--- src/hw/rtl/pnc_pkg.sv ---
package pnc_pkg;
  localparam int WindowLenDef  = 32;
  localparam int SampleBitsDef = 16;
  localparam int ScoreBits     = 16;
  localparam int QBits         = 16;
  localparam int NumPulses     = 8;

  typedef enum logic [2:0] {
    ST_IDLE,
    ST_SUM,
    ST_SQ,
    ST_QQ,
    ST_MUL,
    ST_CMP,
    ST_OUT
  } pnc_state_t;

  typedef struct packed {
    logic load;      // shift in sample, update energy
    logic clear;     // empty window, then take this sample
    logic sum_step;  // add one pulse tap
    logic sq_step;   // square pulse sum, set trial bit
    logic qq_step;   // square trial value
    logic mul_step;  // form energy * trial^2
    logic cmp_step;  // keep or drop trial bit
  } pnc_cmd_t;

  typedef struct packed {
    logic full;
    logic zero_e;
    logic sat;
    logic last_tap;
    logic last_bit;
  } pnc_sts_t;

  function automatic int pulse_pos(input int i);
    case (i)
      0: return 0;
      1: return 1;
      2: return 4;
      3: return 5;
      4: return 14;
      5: return 15;
      6: return 18;
      default: return 19;
    endcase
  endfunction
endpackage

--- src/hw/rtl/pnc_ctrl.sv ---
module pnc_ctrl
  import pnc_pkg::*;
(
  input  logic     clk,
  input  logic     rst_n,
  input  logic     in_valid,
  output logic     in_ready,
  output logic     out_valid,
  input  logic     out_ready,
  input  logic     in_start,
  input  pnc_sts_t sts,
  output pnc_cmd_t cmd,
  output logic     res_load
);
  pnc_state_t state_r, state_nxt;
  logic       ov_r, ov_nxt;

  always_ff @(posedge clk) begin
    if (!rst_n) begin
      state_r <= ST_IDLE;
      ov_r    <= 1'b0;
    end else begin
      state_r <= state_nxt;
      ov_r    <= ov_nxt;
    end
  end

  assign out_valid = ov_r;

  always_comb begin
    state_nxt = state_r;
    ov_nxt    = ov_r & ~out_ready;
    cmd       = '0;
    res_load  = 1'b0;
    in_ready  = 1'b0;
    unique case (state_r)
      ST_IDLE: begin
        in_ready = 1'b1;
        if (in_valid) begin
          cmd.load  = 1'b1;
          cmd.clear = in_start;
          state_nxt = ST_SUM;
        end
      end
      ST_SUM: begin
        if (!sts.full) state_nxt = ST_IDLE;
        else begin
          cmd.sum_step = 1'b1;
          if (sts.last_tap) state_nxt = ST_SQ;
        end
      end
      ST_SQ: begin
        if (sts.zero_e || sts.sat) state_nxt = ST_OUT;
        else begin
          cmd.sq_step = 1'b1;
          state_nxt   = ST_QQ;
        end
      end
      ST_QQ: begin
        cmd.qq_step = 1'b1;
        state_nxt   = ST_MUL;
      end
      ST_MUL: begin
        cmd.mul_step = 1'b1;
        state_nxt    = ST_CMP;
      end
      ST_CMP: begin
        cmd.cmp_step = 1'b1;
        state_nxt    = sts.last_bit ? ST_OUT : ST_QQ;
      end
      ST_OUT: begin
        // hold until the output register is free
        if (!ov_r || out_ready) begin
          res_load  = 1'b1;
          ov_nxt    = 1'b1;
          state_nxt = ST_IDLE;
        end
      end
      default: state_nxt = ST_IDLE;
    endcase
  end
endmodule

--- config.mk ---
export PLATFORM = sky130hd
export DESIGN_NAME = pnc_ctrl
export DESIGN_NICKNAME = d
export VERILOG_FILES = /design/src/hw/rtl/pnc_pkg.sv /design/src/hw/rtl/pnc_ctrl.sv
export SDC_FILE = /design/constraint.sdc
export NUM_CORES = 1
export LEC_CHECK = 0
export ABC_AREA = 1
export BUFFER_PORTS_ARGS = -buffer_cell sky130_fd_sc_hd__buf_2
export CAP_MARGIN = 20
export CORE_MARGIN = 2
export CORE_UTILIZATION = 25
export DETAILED_ROUTE_END_ITERATION = 6
export PLACE_DENSITY = 0.55
export SETUP_SLACK_MARGIN = 0.15
export SYNTH_ARGS = -nofsm -noshare
export SYNTH_HDL_FRONTEND = slang
export SYNTH_SLANG_ARGS = --single-unit
--- constraint.sdc ---
create_clock -name clk -period 1.2 [get_ports clk]
set_input_delay 0.18 -clock clk [delete_from_list [all_inputs] [get_ports clk]]
set_output_delay 0.18 -clock clk [all_outputs]
set_load 0.02 [all_outputs]
==> results.toml <==
[outcome]
status = "finished, violations left"
violations = "setup timing"

[cells_and_area]
antenna_cells = 0
nNetsFinal = 105
syn_to_final_growth_pct = 125
drive_above_1_share = 0.691
multi_input_area_um2 = 263
fill_cells = 120
register_area_um2 = 92.6

[setup_path]
r2r-start = "state_r[1]"
critPathKind = "reg2out"
reg2reg_to = "state_r[0]"
required_ps = 1020
crit_path_max_fanout = 4
cp-start-kind = "flip-flop"
crit_arrival_ps = 1150
end_kind = "output pin"
crit_path_start = "state_r[1]"
r2r_slack_ps = 10
reg2reg_depth = 8

[synthesis]
yosys.area.top_type_share = 0.244
syn_area_per_cell_um2 = 5.56
syn_area_um2 = 328
yosysMostFrequentCell = "nor2_1"
yosysSeqAreaShare = 0.244
synth_seq_cells = 4
synth_common_cells = "nor2_1 (14), inv_1 (11), nand2_1 (9), nand3_1 (5), dfxtp_1 (4)"
synth_fp_nets = 69
yosysWarnings = 0
synth_ff_type = "dfxtp_1"
synthCells = 59
yosys-top-cells-area = "dfxtp_1 (24%), nor2_1 (16%), inv_1 (13%), nand2_1 (10%), nand3_1 (7.6%)"
yosysTopAreaCell = "dfxtp_1"
synth_edf_count = 0
synthDistinctLibCells = 15
async_reset_ff_frac = 0

[sta]
skew_ps = 1.97
fmax_mhz = 750
setup_slack_ps = -133
relSlewSlack = 0.819
period_needed_ps = 1330
post-route-period-util = 1.11
setup_viol = 9
hold_viol = 0
fin_setup_tns_ps = -724
tightest_slew_ps = 270
rsz0062_at_grt = "yes"
finalMaxSlewViolations = 0

[route]
drcViolationCount = 0
wl_per_cell_um = 10.5
drt-initial-drc-count = 3
routed_via_density = 4.29
vias = 468
wirelength_um = 1140
ant_nets = 0
first_pass_iters = 4

[cts]
numClockSinks = 4
clk_pin_slew_ps = 40
hold_buffers = 0
cts.root.buffer_cell = "clkbuf_4"
cts_made_buffers = 3
cts-htree-levels = 1
cts_tree = "done"
clk_latency_ps = 250
cts_max_path_buffers = 2

[floorplan]
die_area_um2 = 1620
die_h_um = 40.2
start_util = 0.258
ioPinCount = 20
chipWidth_um = 40.2
core_um2 = 1270
fp-row-count = 13

[placed_design]
hpwl_um = 674
dp_slack_ps = 77.7
gp_congestion = 0.711
port_buffers = 19

[run]
drv_cap = 0

[pwr]
p_per_area_nw_per_um2 = 2810
p_leak_nw = 0.384
ir_drop_uv = 1250

[worst_hold_path]
min_from = "rst_n"
hold_end = "state_r[1]"
worstHoldPathType = "in2reg"
hold_depth = 3

[grt]
overflow = 0
grt.total_usage = 0.138
antenna_found_initial = 0
grt_pass1_wl_um = 1480
grt_max_degree = 7
grt_pass1_vias = 408
==> state kept, by name, indices dropped and copies added (netlist names) <==
signal	flops
out_valid	1
state_r	3
==> layout make-up <==
cell class              count  area share
flip-flops and latches      4       0.126
clock buffers               4      0.0357
repair buffers             32       0.374
multi-input cells          39       0.357
inverters                  15      0.0832
well taps                  15      0.0255
==> per-layer routing <==
layer,part of all wire,up-vias,track usage
met4,0.022,0,0.0667
met3,0.029,2,0.0389
met2,0.55,11,0.230
met5,0,-,0
met1,0.40,207,0.162
li1,-,248,-
==> critical path: stages, from the launching register on <==
cell and delay (ps):
dfxtp_4 360, buf_12 130, inv_6 50, nand2_4 60
nor3_4 150, buf_6 150
==> metrics by stage <==
| stage | area (µm²) | total power [mW] | hold WS, ps | util | std cells |
|---|---|---|---|---|---|
| after floorplan | 369 | 0.956 | 325 | - | 59 |
| after global placement | 498 | 1.16 | 456 | 0.393 | 95 |
| after detailed placement | 498 | 1.17 | 452 | 0.393 | 95 |
| after CTS | 623 | 1.62 | 203 | 0.491 | 104 |
| after global routing | 737 | 2.20 | 202 | 0.581 | 109 |
| final | 737 | 2.07 | 190 | 0.581 | 109 |
==> what timing repair did <==
action                                  4_1_cts  5_1_grt
buffers inserted                              5        5
endpoints found under the setup margin       11       12
pin swaps                                     6        3
resized for setup                            20       18
==> how the worst max path moves through the flow <==
| stage | to | cells after the start |
|---|---|---|
| 6_report | cmd[4] | 5 |
| 5_1_grt | cmd[6] | 6 |
| 4_1_cts | cmd[5] | 6 |
| 3_5_place_dp | cmd[6] | 6 |
| 3_3_place_gp | state_r[0] | 7 |
| 2_1_floorplan | cmd[6] | 5 |
==> cells by family (layout without fill, tap and decap cells) <==
kind of cell           count (synthesis)  in the layout  synth area share
flip-flops                             4              4             0.244
AND/OR/NAND/NOR                       35             35             0.500
AO/OA/AOI/OAI                          4              4            0.0611
buffers and inverters                 16             51             0.195
==> power breakdown <==
group	total [mW]	internal (mW)	switching [mW]
Combinational	1.56	0.783	0.777
Clock	0.200	0.126	0.0738
Sequential	0.313	0.216	0.0973
Total	2.07	1.12	0.948
==> cells in the final DEF, fill, tap and decap left out, types with 2 or more instances in the layout <==
| master | netlist | layout |
|---|---|---|
| buf_12 | 0 | 2 |
| buf_2 | 0 | 11 |
| buf_4 | 1 | 9 |
| buf_6 | 0 | 10 |
| clkbuf_4 | 0 | 3 |
| dfxtp_4 | 0 | 3 |
| inv_1 | 11 | 7 |
| inv_2 | 3 | 6 |
| nand2_1 | 9 | 7 |
| nand2_2 | 2 | 2 |
| nand2_4 | 0 | 2 |
| nand3_1 | 5 | 3 |
| nand3_2 | 0 | 2 |
| nor2_1 | 14 | 6 |
| nor2_2 | 2 | 5 |
| nor2_4 | 0 | 5 |
| o21ai_0 | 2 | 2 |
Note: power is estimated with default switching activity, not from simulation.
